<file path="config.mk">
export PLATFORM = sky130hd
export DESIGN_NAME = adsr_envelope_generator
export DESIGN_NICKNAME = d
export VERILOG_FILES = /design/src/hw/rtl/adsr_pkg.sv /design/src/hw/rtl/adsr_datapath.sv /design/src/hw/rtl/adsr_envelope_generator.sv
export SDC_FILE = /design/constraint.sdc
export NUM_CORES = 2
export LEC_CHECK = 0
export BUFFER_PORTS_ARGS = -buffer_cell sky130_fd_sc_hd__buf_2
export CORE_MARGIN = 3
export CORE_UTILIZATION = 67
export DETAILED_ROUTE_END_ITERATION = 16
export PLACE_DENSITY = 0.87
export SYNTH_ARGS = -nofsm -noshare
export SYNTH_HDL_FRONTEND = slang
export SYNTH_SLANG_ARGS = --single-unit
export TNS_END_PERCENT = 30
</file>
<file path="constraint.sdc">
create_clock -name clk -period 17.25 [get_ports clk]
set_input_delay 0.8625 -clock clk [delete_from_list [all_inputs] [get_ports clk]]
set_output_delay 0.8625 -clock clk [all_outputs]
set_load 0.005 [all_outputs]
</file>
<file path="src/hw/rtl/adsr_pkg.sv">
// Shared types, constants and Q1.15 helpers for the ADSR envelope generator.
// No dependencies; used by adsr_datapath and adsr_envelope_generator.
package adsr_pkg;

	// Q1.15 fixed point: 32768 is 1.0
	localparam logic [15:0] ONE_Q15        = 16'd32768;
	localparam logic [15:0] OVERSHOOT_Q15  = 16'd33423;
	localparam logic [15:0] SNAP_EPS       = 16'd3;
	localparam logic [15:0] VEL_MIN_AMOUNT = 16'd33;

	// floor(x / 1000) for x <= 32768 as (x * RECIP_1000) >> RECIP_SHIFT
	localparam logic [16:0] RECIP_1000  = 17'd67109;
	localparam int          RECIP_SHIFT = 26;

	// register reset values
	localparam logic [15:0] RST_ATTACK_COEFF  = 16'd328;
	localparam logic [15:0] RST_DECAY_COEFF   = 16'd66;
	localparam logic [15:0] RST_RELEASE_COEFF = 16'd66;
	localparam logic [15:0] RST_SUSTAIN_LEVEL = 16'd22938;
	localparam logic [15:0] RST_VEL_AMOUNT    = 16'd0;
	localparam logic        RST_ATTACK_MODE   = 1'b0;

	// register indexes on the configuration port
	localparam logic [2:0] REG_ATTACK_COEFF  = 3'd0;
	localparam logic [2:0] REG_DECAY_COEFF   = 3'd1;
	localparam logic [2:0] REG_RELEASE_COEFF = 3'd2;
	localparam logic [2:0] REG_SUSTAIN_LEVEL = 3'd3;
	localparam logic [2:0] REG_VEL_AMOUNT    = 3'd4;
	localparam logic [2:0] REG_ATTACK_MODE   = 3'd5;

	// commands
	localparam logic [1:0] CMD_TICK     = 2'd0;
	localparam logic [1:0] CMD_NOTE_ON  = 2'd1;
	localparam logic [1:0] CMD_NOTE_OFF = 2'd2;

	typedef enum logic [2:0] {
		ST_IDLE    = 3'd0,
		ST_ATTACK  = 3'd1,
		ST_DECAY   = 3'd2,
		ST_SUSTAIN = 3'd3,
		ST_RELEASE = 3'd4
	} stage_t;

	typedef struct packed {
		logic [15:0] attack_coeff;
		logic [15:0] decay_coeff;
		logic [15:0] release_coeff;
		logic [15:0] sustain_level;
		logic [15:0] velocity_amount;
		logic        attack_mode;
	} cfg_t;

	typedef struct packed {
		stage_t      stage;
		logic [15:0] level;
		logic [15:0] target;
		logic [15:0] peak;
		logic [15:0] coeff;
	} env_state_t;

	// clamp a Q1.15 value to 1.0
	function automatic logic [15:0] sat_q15(input logic [15:0] v);
		return (v > ONE_Q15) ? ONE_Q15 : v;
	endfunction

	// (a * b) / 32768, rounding half up; both operands at most 1.0
	function automatic logic [15:0] mul_round(input logic [15:0] a, input logic [15:0] b);
		logic [32:0] prod;
		prod = 33'(a) * 33'(b) + 33'd16384;
		return prod[30:15];
	endfunction

endpackage

</file>
<file path="src/hw/rtl/adsr_datapath.sv">
// Next-state logic of the envelope: peak, one-pole step, snaps and stage moves.
// Purely combinational; depends on adsr_pkg.
module adsr_datapath (
	input  logic [1:0]              cmd,
	input  logic [15:0]             note_velocity,
	input  adsr_pkg::cfg_t          cfg,
	input  adsr_pkg::env_state_t    cur,
	output adsr_pkg::env_state_t    nxt
);

	logic [15:0] vel_sat;
	logic [15:0] amt_sat;
	logic [15:0] vel_term;
	logic [15:0] peak_new;
	logic [15:0] sus_target;
	logic [15:0] step_tgt;
	logic [15:0] step_coeff;
	logic        step_up;
	logic [15:0] step_diff;
	logic [32:0] step_prod;
	logic [15:0] step_mag;
	logic [15:0] step_level;
	logic [32:0] thr_prod;
	logic [15:0] atk_thr;
	logic [16:0] dec_limit;

	// peak for a note-on, scaled by velocity
	assign vel_sat  = adsr_pkg::sat_q15(note_velocity);
	assign amt_sat  = adsr_pkg::sat_q15(cfg.velocity_amount);
	assign vel_term = adsr_pkg::mul_round(amt_sat, vel_sat);
	assign peak_new = (amt_sat >= adsr_pkg::VEL_MIN_AMOUNT) ?
		(adsr_pkg::ONE_Q15 - amt_sat + vel_term) : adsr_pkg::ONE_Q15;

	// sustain level relative to the peak: decay target and held sustain value
	assign sus_target = adsr_pkg::mul_round(adsr_pkg::sat_q15(cfg.sustain_level), cur.peak);

	// one-pole target and coefficient by stage
	always_comb begin
		step_tgt   = cur.target;
		step_coeff = cur.coeff;
		case (cur.stage)
			adsr_pkg::ST_ATTACK: begin
				if (cfg.attack_mode) begin
					step_tgt = adsr_pkg::OVERSHOOT_Q15;
				end else begin
					step_tgt   = cur.peak;
					step_coeff = adsr_pkg::sat_q15(cfg.attack_coeff);
				end
			end
			adsr_pkg::ST_RELEASE: step_tgt = '0;
			default: step_tgt = cur.target;
		endcase
	end

	// step of ceil(coeff * |target - level| / 32768) toward the target
	assign step_up    = (step_tgt >= cur.level);
	assign step_diff  = step_up ? (step_tgt - cur.level) : (cur.level - step_tgt);
	assign step_prod  = 33'(step_coeff) * 33'(step_diff) + 33'd32767;
	assign step_mag   = step_prod[30:15];
	assign step_level = step_up ? (cur.level + step_mag) : (cur.level - step_mag);

	// attack ends at level >= target - floor(target / 1000), i.e. level * 1000 >= target * 999
	assign thr_prod  = {16'd0, cur.target} * {16'd0, adsr_pkg::RECIP_1000};
	assign atk_thr   = cur.target - {9'd0, thr_prod[adsr_pkg::RECIP_SHIFT +: 7]};
	assign dec_limit = {1'b0, cur.target} + {1'b0, adsr_pkg::SNAP_EPS};

	always_comb begin
		nxt = cur;
		case (cmd)
			adsr_pkg::CMD_TICK: begin
				unique case (cur.stage)
					adsr_pkg::ST_ATTACK: begin
						nxt.level = step_level;
						if (step_level >= atk_thr) begin
							nxt.level  = cur.target;
							nxt.stage  = adsr_pkg::ST_DECAY;
							nxt.target = sus_target;
							nxt.coeff  = adsr_pkg::sat_q15(cfg.decay_coeff);
						end
					end
					adsr_pkg::ST_DECAY: begin
						nxt.level = step_level;
						if ({1'b0, step_level} <= dec_limit) begin
							nxt.level = cur.target;
							nxt.stage = adsr_pkg::ST_SUSTAIN;
						end
					end
					adsr_pkg::ST_SUSTAIN: nxt.level = sus_target;
					adsr_pkg::ST_RELEASE: begin
						nxt.level = step_level;
						if (step_level <= adsr_pkg::SNAP_EPS) begin
							nxt.level = '0;
							nxt.stage = adsr_pkg::ST_IDLE;
						end
					end
					default: begin
						nxt.level = '0;
						nxt.stage = adsr_pkg::ST_IDLE;
					end
				endcase
			end
			adsr_pkg::CMD_NOTE_ON: begin
				nxt.peak   = peak_new;
				nxt.target = peak_new;
				nxt.stage  = adsr_pkg::ST_ATTACK;
				nxt.coeff  = adsr_pkg::sat_q15(cfg.attack_coeff);
			end
			adsr_pkg::CMD_NOTE_OFF: begin
				if (cur.stage != adsr_pkg::ST_IDLE) begin
					nxt.stage  = adsr_pkg::ST_RELEASE;
					nxt.target = '0;
					nxt.coeff  = adsr_pkg::sat_q15(cfg.release_coeff);
				end
			end
			default: nxt = cur;
		endcase
	end

endmodule

</file>
<file path="src/hw/rtl/adsr_envelope_generator.sv">
// Top level of the ADSR envelope generator: stream ports, input and output
// registers, envelope state and configuration. Depends on adsr_pkg, adsr_datapath.
//
// Channel  Dir  Handshake                Payload
// s_axis   in   s_axis_tvalid/tready     tdata: note_velocity; tuser: cmd
// m_axis   out  m_axis_tvalid/tready     tdata: level; tuser: phase
// cfg      in   cfg_valid/cfg_ready      cfg_index, cfg_data
//
// One word per cycle sustained while the output is not stalled.
// The envelope update is one pass through adsr_datapath between the input
// register and the output register, with the state written in that cycle.
// Reset restores the register defaults and an idle envelope at level zero.
// A stalled output holds its word; the input register keeps taking words
// as long as the output register is empty or being drained.
module adsr_envelope_generator (
	input  logic        clk,
	input  logic        arst_n,
	input  logic        s_axis_tvalid,
	output logic        s_axis_tready,
	input  logic [15:0] s_axis_tdata,   // [15:0] note_velocity
	input  logic [1:0]  s_axis_tuser,   // [1:0] cmd
	output logic        m_axis_tvalid,
	input  logic        m_axis_tready,
	output logic [15:0] m_axis_tdata,   // [15:0] level
	output logic [2:0]  m_axis_tuser,   // [2:0] phase
	input  logic        cfg_valid,
	output logic        cfg_ready,
	input  logic [2:0]  cfg_index,
	input  logic [15:0] cfg_data
);

	adsr_pkg::cfg_t       cfg_q;
	adsr_pkg::env_state_t env_q;
	adsr_pkg::env_state_t env_nxt;

	logic        valid_s1;
	logic [1:0]  cmd_s1;
	logic [15:0] vel_s1;
	logic        advance;

	logic        out_valid_q;
	logic [15:0] out_level_q;
	adsr_pkg::stage_t out_phase_q;

	// configuration writes are always taken
	assign cfg_ready = 1'b1;

	always_ff @(posedge clk or negedge arst_n) begin
		if (!arst_n) begin
			cfg_q.attack_coeff    <= adsr_pkg::RST_ATTACK_COEFF;
			cfg_q.decay_coeff     <= adsr_pkg::RST_DECAY_COEFF;
			cfg_q.release_coeff   <= adsr_pkg::RST_RELEASE_COEFF;
			cfg_q.sustain_level   <= adsr_pkg::RST_SUSTAIN_LEVEL;
			cfg_q.velocity_amount <= adsr_pkg::RST_VEL_AMOUNT;
			cfg_q.attack_mode     <= adsr_pkg::RST_ATTACK_MODE;
		end else if (cfg_valid) begin
			unique case (cfg_index)
				adsr_pkg::REG_ATTACK_COEFF:  cfg_q.attack_coeff    <= cfg_data;
				adsr_pkg::REG_DECAY_COEFF:   cfg_q.decay_coeff     <= cfg_data;
				adsr_pkg::REG_RELEASE_COEFF: cfg_q.release_coeff   <= cfg_data;
				adsr_pkg::REG_SUSTAIN_LEVEL: cfg_q.sustain_level   <= cfg_data;
				adsr_pkg::REG_VEL_AMOUNT:    cfg_q.velocity_amount <= cfg_data;
				adsr_pkg::REG_ATTACK_MODE:   cfg_q.attack_mode     <= cfg_data[0];
				default: ;
			endcase
		end
	end

	// input register advances into the output register when that has room
	assign advance       = valid_s1 && (!out_valid_q || m_axis_tready);
	assign s_axis_tready = !valid_s1 || advance;

	always_ff @(posedge clk or negedge arst_n) begin
		if (!arst_n) begin
			valid_s1 <= 1'b0;
		end else if (s_axis_tready) begin
			valid_s1 <= s_axis_tvalid;
		end
	end

	always_ff @(posedge clk) begin
		if (s_axis_tready && s_axis_tvalid) begin
			cmd_s1 <= s_axis_tuser;
			vel_s1 <= s_axis_tdata;
		end
	end

	adsr_datapath u_datapath (
		.cmd           (cmd_s1),
		.note_velocity (vel_s1),
		.cfg           (cfg_q),
		.cur           (env_q),
		.nxt           (env_nxt)
	);

	// envelope state
	always_ff @(posedge clk or negedge arst_n) begin
		if (!arst_n) begin
			env_q.stage  <= adsr_pkg::ST_IDLE;
			env_q.level  <= '0;
			env_q.target <= '0;
			env_q.peak   <= '0;
			env_q.coeff  <= '0;
		end else if (advance) begin
			env_q <= env_nxt;
		end
	end

	// output register
	always_ff @(posedge clk or negedge arst_n) begin
		if (!arst_n) begin
			out_valid_q <= 1'b0;
		end else if (advance) begin
			out_valid_q <= 1'b1;
		end else if (m_axis_tready) begin
			out_valid_q <= 1'b0;
		end
	end

	always_ff @(posedge clk) begin
		if (advance) begin
			out_level_q <= env_nxt.level;
			out_phase_q <= env_nxt.stage;
		end
	end

	assign m_axis_tvalid = out_valid_q;
	assign m_axis_tdata  = out_level_q;
	assign m_axis_tuser  = out_phase_q;

	// level never exceeds 1.0
	a_level_range: assert property (@(posedge clk) disable iff (!arst_n)
		env_q.level <= adsr_pkg::ONE_Q15)
		else $error("envelope level above 1.0");

	// idle envelope sits at zero
	a_idle_zero: assert property (@(posedge clk) disable iff (!arst_n)
		(env_q.stage == adsr_pkg::ST_IDLE) |-> (env_q.level == '0))
		else $error("idle envelope with non-zero level");

	// during attack the target is the peak
	a_attack_target: assert property (@(posedge clk) disable iff (!arst_n)
		(env_q.stage == adsr_pkg::ST_ATTACK) |-> (env_q.target == env_q.peak))
		else $error("attack target differs from peak");

	// release always heads for zero
	a_release_target: assert property (@(posedge clk) disable iff (!arst_n)
		(env_q.stage == adsr_pkg::ST_RELEASE) |-> (env_q.target == '0))
		else $error("release target not zero");

	// a word leaving the input register shows up as a result
	a_advance_out: assert property (@(posedge clk) disable iff (!arst_n)
		advance |=> (out_valid_q && out_level_q == $past(env_nxt.level)))
		else $error("result word lost");

endmodule
</file>
* Word level (Yosys, flattened, before mapping)
Index checks and enable logic that the tools add are counted.
** Operators by class
- Magnitude comparators :: 11
- Reductions and logical operators :: 19
- Equality and inequality tests :: 14
- Multipliers :: 4
- $add $sub $neg :: 11
- Muxes and demuxes :: 30
** Operator list (number)
- $mux W16 :: 18
- $gt A16 B16 Y1 const B :: 6
- $pmux W16 S3 :: 2
- $add A31 B15 Y31 const B :: 3
- $mul A16 B16 Y31 :: 3
- $pmux W16 S4 :: 1
- $sub A16 B16 Y16 :: 3
- $mux W19 :: 2
- $mux W35 :: 1
- $mul A16 B17 Y33 const B :: 1
- $add A16 B16 Y16 :: 2
- $ge A16 B16 Y1 :: 2
- $pmux W16 S2 :: 1
- $add A16 B2 Y17 const B :: 1
- $le A16 B17 Y1 :: 1
- $ge A16 B6 Y1 const B :: 1
- $le A16 B2 Y1 const B :: 1
- $sub A16 B16 Y16 const A :: 1
- $sub A16 B7 Y16 :: 1
- $reduce_and A2 Y1 :: 7
- $eq A3 B2 Y1 const B :: 4
- $pmux W3 S4 :: 1
- $eq A3 B3 Y1 const B :: 3
- $pmux W3 S3 :: 1
- other kinds (15) :: 22
** Storage, ports and cells
- Input port bits :: 42
- Bits in registers :: 187
- Output and inout bits :: 22
- Word-level logic and storage cells :: 106

* Longest topological paths before layout
- Depth after elaboration :: 12
- Mapped depth :: 65
- Gate-level depth less buffers :: 61

* By module
A second synthesis with hierarchy kept.
** Unflattened totals
- Cell total of the unflattened synthesis :: 4768
- Area, all modules :: 42615.9 µm²
** Modules (own cells, without submodules)
- adsr_datapath :: times used 1, area an instance 35760.5 µm², cells an instance 4402, sequential area each 0.0 µm²
- adsr_envelope_generator :: times used 1, area an instance 6855.3 µm², cells an instance 366, sequential area each 4883.4 µm²

* Worst setup path after synthesis
Ideal clock, no wire load.
- Kind :: register to register
- Start point :: register env_q[66] in the netlist's numbering
- End point :: register out_level_q[15], in the netlist m_axis_tdata[15] (data pin)
- Arrival :: 14.240 ns
- Path slack :: 2.749 ns
- Setup time :: 0.261 ns
- Cell stages (with the launch flop) :: 61
- Path buffers :: 7
- Data required time :: 16.989 ns
- Period minus slack after synthesis :: 14.501 ns
- Cell sequence :: dfrtp_1 clkbuf_1 clkbuf_1 nand2_1 nand2_1 a22o_1 inv_1 ha_1 fa_1 nor2b_1 o2111ai_1 a31oi_1 o21ai_0 a21oi_1 buf_2 buf_1 buf_2 o21ai_0 [... 25 more ...] a31o_1 a31oi_2 o21ai_0 a21o_1 a21oi_1 xnor2_1 xnor2_2 xnor2_4 ha_1 nand4_1 or2_2 mux2_2 or4b_1 o211a_2 o21bai_1 nand2_1 a22o_1 a221o_1
** RTL lines
- start: declaration :: line adsr_envelope_generator.sv:33 : adsr_pkg::env_state_t env_q;
- start signal: assignment :: line adsr_envelope_generator.sv:105 : env_q <= env_nxt;
- end signal: assignment :: line adsr_envelope_generator.sv:122 : out_level_q <= env_nxt.level;
- end: declaration :: line adsr_envelope_generator.sv:42 : logic [15:0] out_level_q;

==> results.yml <==
yosys:
  synthSimpleGateAreaFrac: 0.153
  yosysWarningCount: 0
  synth-edff-count: 37
  synthArstFlopShare: 0.802
  synthMuxAreaShare: 0.0254
  synth_top_family_by_area: "adder cells"
  synthXorXnorAreaFrac: 0.0322
  syn_inst: 4634
  syn-mean-instance-area_um2: 8.95
  synthFlopType: "dfrtp_1"
  ys_ff_latch: 187
  ys_seq_area_frac: 0.118
  synth_compound_area_frac: 0.100
  yosysUniqueCellTypes: 105
  synth-adder-area-share: 0.477
  synth_fp_nets: 5873
  synth_area_um2: 41500
placed_design:
  routabilityCongestion: 0.998
  portBuffers: 62
  hpwl_mm: 92.8
  placed_cells: 5359
timing:
  min_period_over_period: 0.935
  setup_violations: 0
  fin_crit_ns: 16.13
  rsz0062_at_grt: "no"
  fmax_mhz: 62.0
  slew_violations: 0
  fin_setup_tns_ns: 0
  fin_worst_skew_ns: 0.0155
  worst-slew-pin-transition_ns: 1.23
  hold_violations: 0
  slew_headroom: 0.177
drt:
  vias: 34100
  wl_per_cell_um: 21.9
  wl_mm: 118
  drt-pass1-iter-count: 10
  first_iter_violations: 3566
  remaining_drc_errors: 0
  antenna_left: 0
  via_per_inst: 6.32
final_layout:
  synthToLayoutAreaGrowth_pct: 4.14
  drive_gt1_frac: 0.0683
  nets: 5835
  instances_no_fill: 5395
  final.fill_count: 4368
hold_path:
  hp-class: "input port to asynchronous set/reset pin"
run_status:
  status: "finished clean"
clock_network:
  htree_levels: 4
  clkTransAtPathRegs_ns: 0.08
  cts_tree: "built"
  cts_buffer_depth: 2
  cts_buffers: 17
  clock_latency_ns: 0.47
  cts-resized-gates: 0
  cts.sinks: 187
  post-cts-setup-buffer-count: 0
  root_buffer: "clkbuf_16"
  cts_hold_buf: 0
global_route:
  track_usage: 0.372
  grt-ovfl-total: 0
  grt_max_degree: 80
  grt_pass1_wl_mm: 188
  grt_pass1_vias: 35500
  antenna_found_initial: 5
setup_path:
  cp-start-kind: "flip-flop"
  slowest_delay_ns: 0.64
  worst_path_max_delay_cell: "dfrtp_1"
  crit_path_end_kind: "flip-flop"
  cp_data_required_time_ns: 17.42
  rr_worst_depth: 55
  crit_type: "flip-flop to flip-flop"
  crit_path_max_fanout: 22
  cp-startpoint: "env_q[66]$_DFFE_PN0P_"
  worstPathArrival_ns: 16.30
  cpMostUsedCell: "fa_1"
  reg2reg_from: "env_q[66]$_DFFE_PN0P_"
floorplan:
  chipHeight_um: 255
  fp.dieW_um: 255
  die_area_um2: 64900
  num_rows: 90
  start_util: 0.682
  core_um2: 60800
  io_pins: 64
flow_run:
  cap_violations: 0
[flip-flops by register name (all words and copies together) (netlist names)]
| name | count |
|---|---|
| cmd_s1 | 2 |
| m_axis_tdata | 16 |
| cfg_q | 81 |
| m_axis_tuser | 3 |
| env_q | 67 |
| vel_s1 | 16 |
| m_axis_tvalid | 1 |
| valid_s1 | 1 |
[worst max-delay path, delay by kind of cell (launching register included)]
family,cells,cell delay (ns)
AOI/OAI and AO/OA,20,5.01
xor gates and xnor gates,6,1.45
adders and majority gates,11,4.51
buffers and inverters,2,0.14
DFF,1,0.64
muxes,2,0.69
and+or+nand+nor,14,3.38
[logic make-up after synthesis]
| group | after synthesis |
|---|---|
| simple gates | 1368 |
| fa+ha+maj | 1198 |
| buf+inv | 1047 |
| compound gates | 592 |
| flops | 187 |
| xor+xnor | 147 |
| mux | 94 |
| other cells | 1 |
[cells in the mapped netlist, types with 19 or more instances]
cell,count,area share
xor2_1,42,0.0089
inv_1,864,0.078
nand3_1,40,0.0048
clkbuf_1,167,0.015
nor2b_1,58,0.0088
a31oi_1,21,0.0032
ha_1,561,0.17
dfrtp_1,135,0.081
nand2_1,650,0.059
nor4_1,23,0.0035
a22o_1,19,0.0040
and3_1,22,0.0033
a21o_1,79,0.014
fa_1,636,0.31
and2_1,165,0.025
nor3_1,40,0.0048
o21ai_0,124,0.015
xnor2_1,101,0.021
o21a_1,27,0.0049
mux2_2,84,0.023
nand4_1,21,0.0032
edfxtp_1,37,0.027
nor2_1,243,0.022
a21oi_1,122,0.015
nand2b_1,50,0.0075
[cells in the final DEF, fill, tap and decap left out, types with 79 or more instances in the layout]
cell type and instances:
a21o_1 79, a21oi_1 121, and2_1 165, dfrtp_1 135, fa_1 636, ha_1 561, inv_1 864, mux2_2 84
nand2_1 650, nor2_1 243, o21ai_0 119, xnor2_1 101
[layer usage]
layer | GRT usage | vias up | routed length (µm)
met1 | 0.474 | 16600 | 43100
met3 | 0.0936 | 562 | 14100
met5 | 0 | - | 46
met2 | 0.597 | 2193 | 53800
met4 | 0.184 | 6 | 6960
li1 | - | 14700 | -
[area by class of cell]
class | count | area [µm²] | area share
Clock buffer | 18 | 429 | 0.00994
Inverter | 866 | 3250 | 0.0753
Tap cell | 782 | 978 | 0.0227
Clock inverter | 14 | 128 | 0.00296
Antenna cell | 4 | 10.0 | 0.000232
Multi-Input combinational cell | 3400 | 32700 | 0.758
Sequential cell | 187 | 4880 | 0.113
Timing Repair Buffer | 124 | 782 | 0.0181
[path summary, 6_finish.rpt]
kind | to | slack, ns
min in group clk | env_q[2]$_DFFE_PN0P_ | 0.48
worst min-delay path | env_q[9]$_DFFE_PN0P_ | 0.44
worst max-delay path | m_axis_tdata[3]$_DFFE_PP_ | 1.12
worst min register to register | env_q[2]$_DFFE_PN0P_ | 0.48
max in group asynchronous | cfg_q[2]$_DFFE_PN0P_ | 15.34
worst max register to register | m_axis_tdata[3]$_DFFE_PP_ | 1.12
[through the flow]
step / hold slack, ns / setup WS [ns] / instance area, µm² / utilization
after floorplan: 0.450 / 2.75 / 41500 / -
after global placement: 0.461 / 1.78 / 42600 / 0.701
after detailed placement: 0.470 / 1.37 / 42600 / 0.701
after CTS: 0.469 / 1.32 / 43200 / 0.710
after global routing: 0.479 / 0.185 / 43200 / 0.710
final: 0.440 / 1.12 / 43200 / 0.710
Power is not shown: default switching activity piles up to over one toggle a cycle in this logic, so the estimate is an artifact.
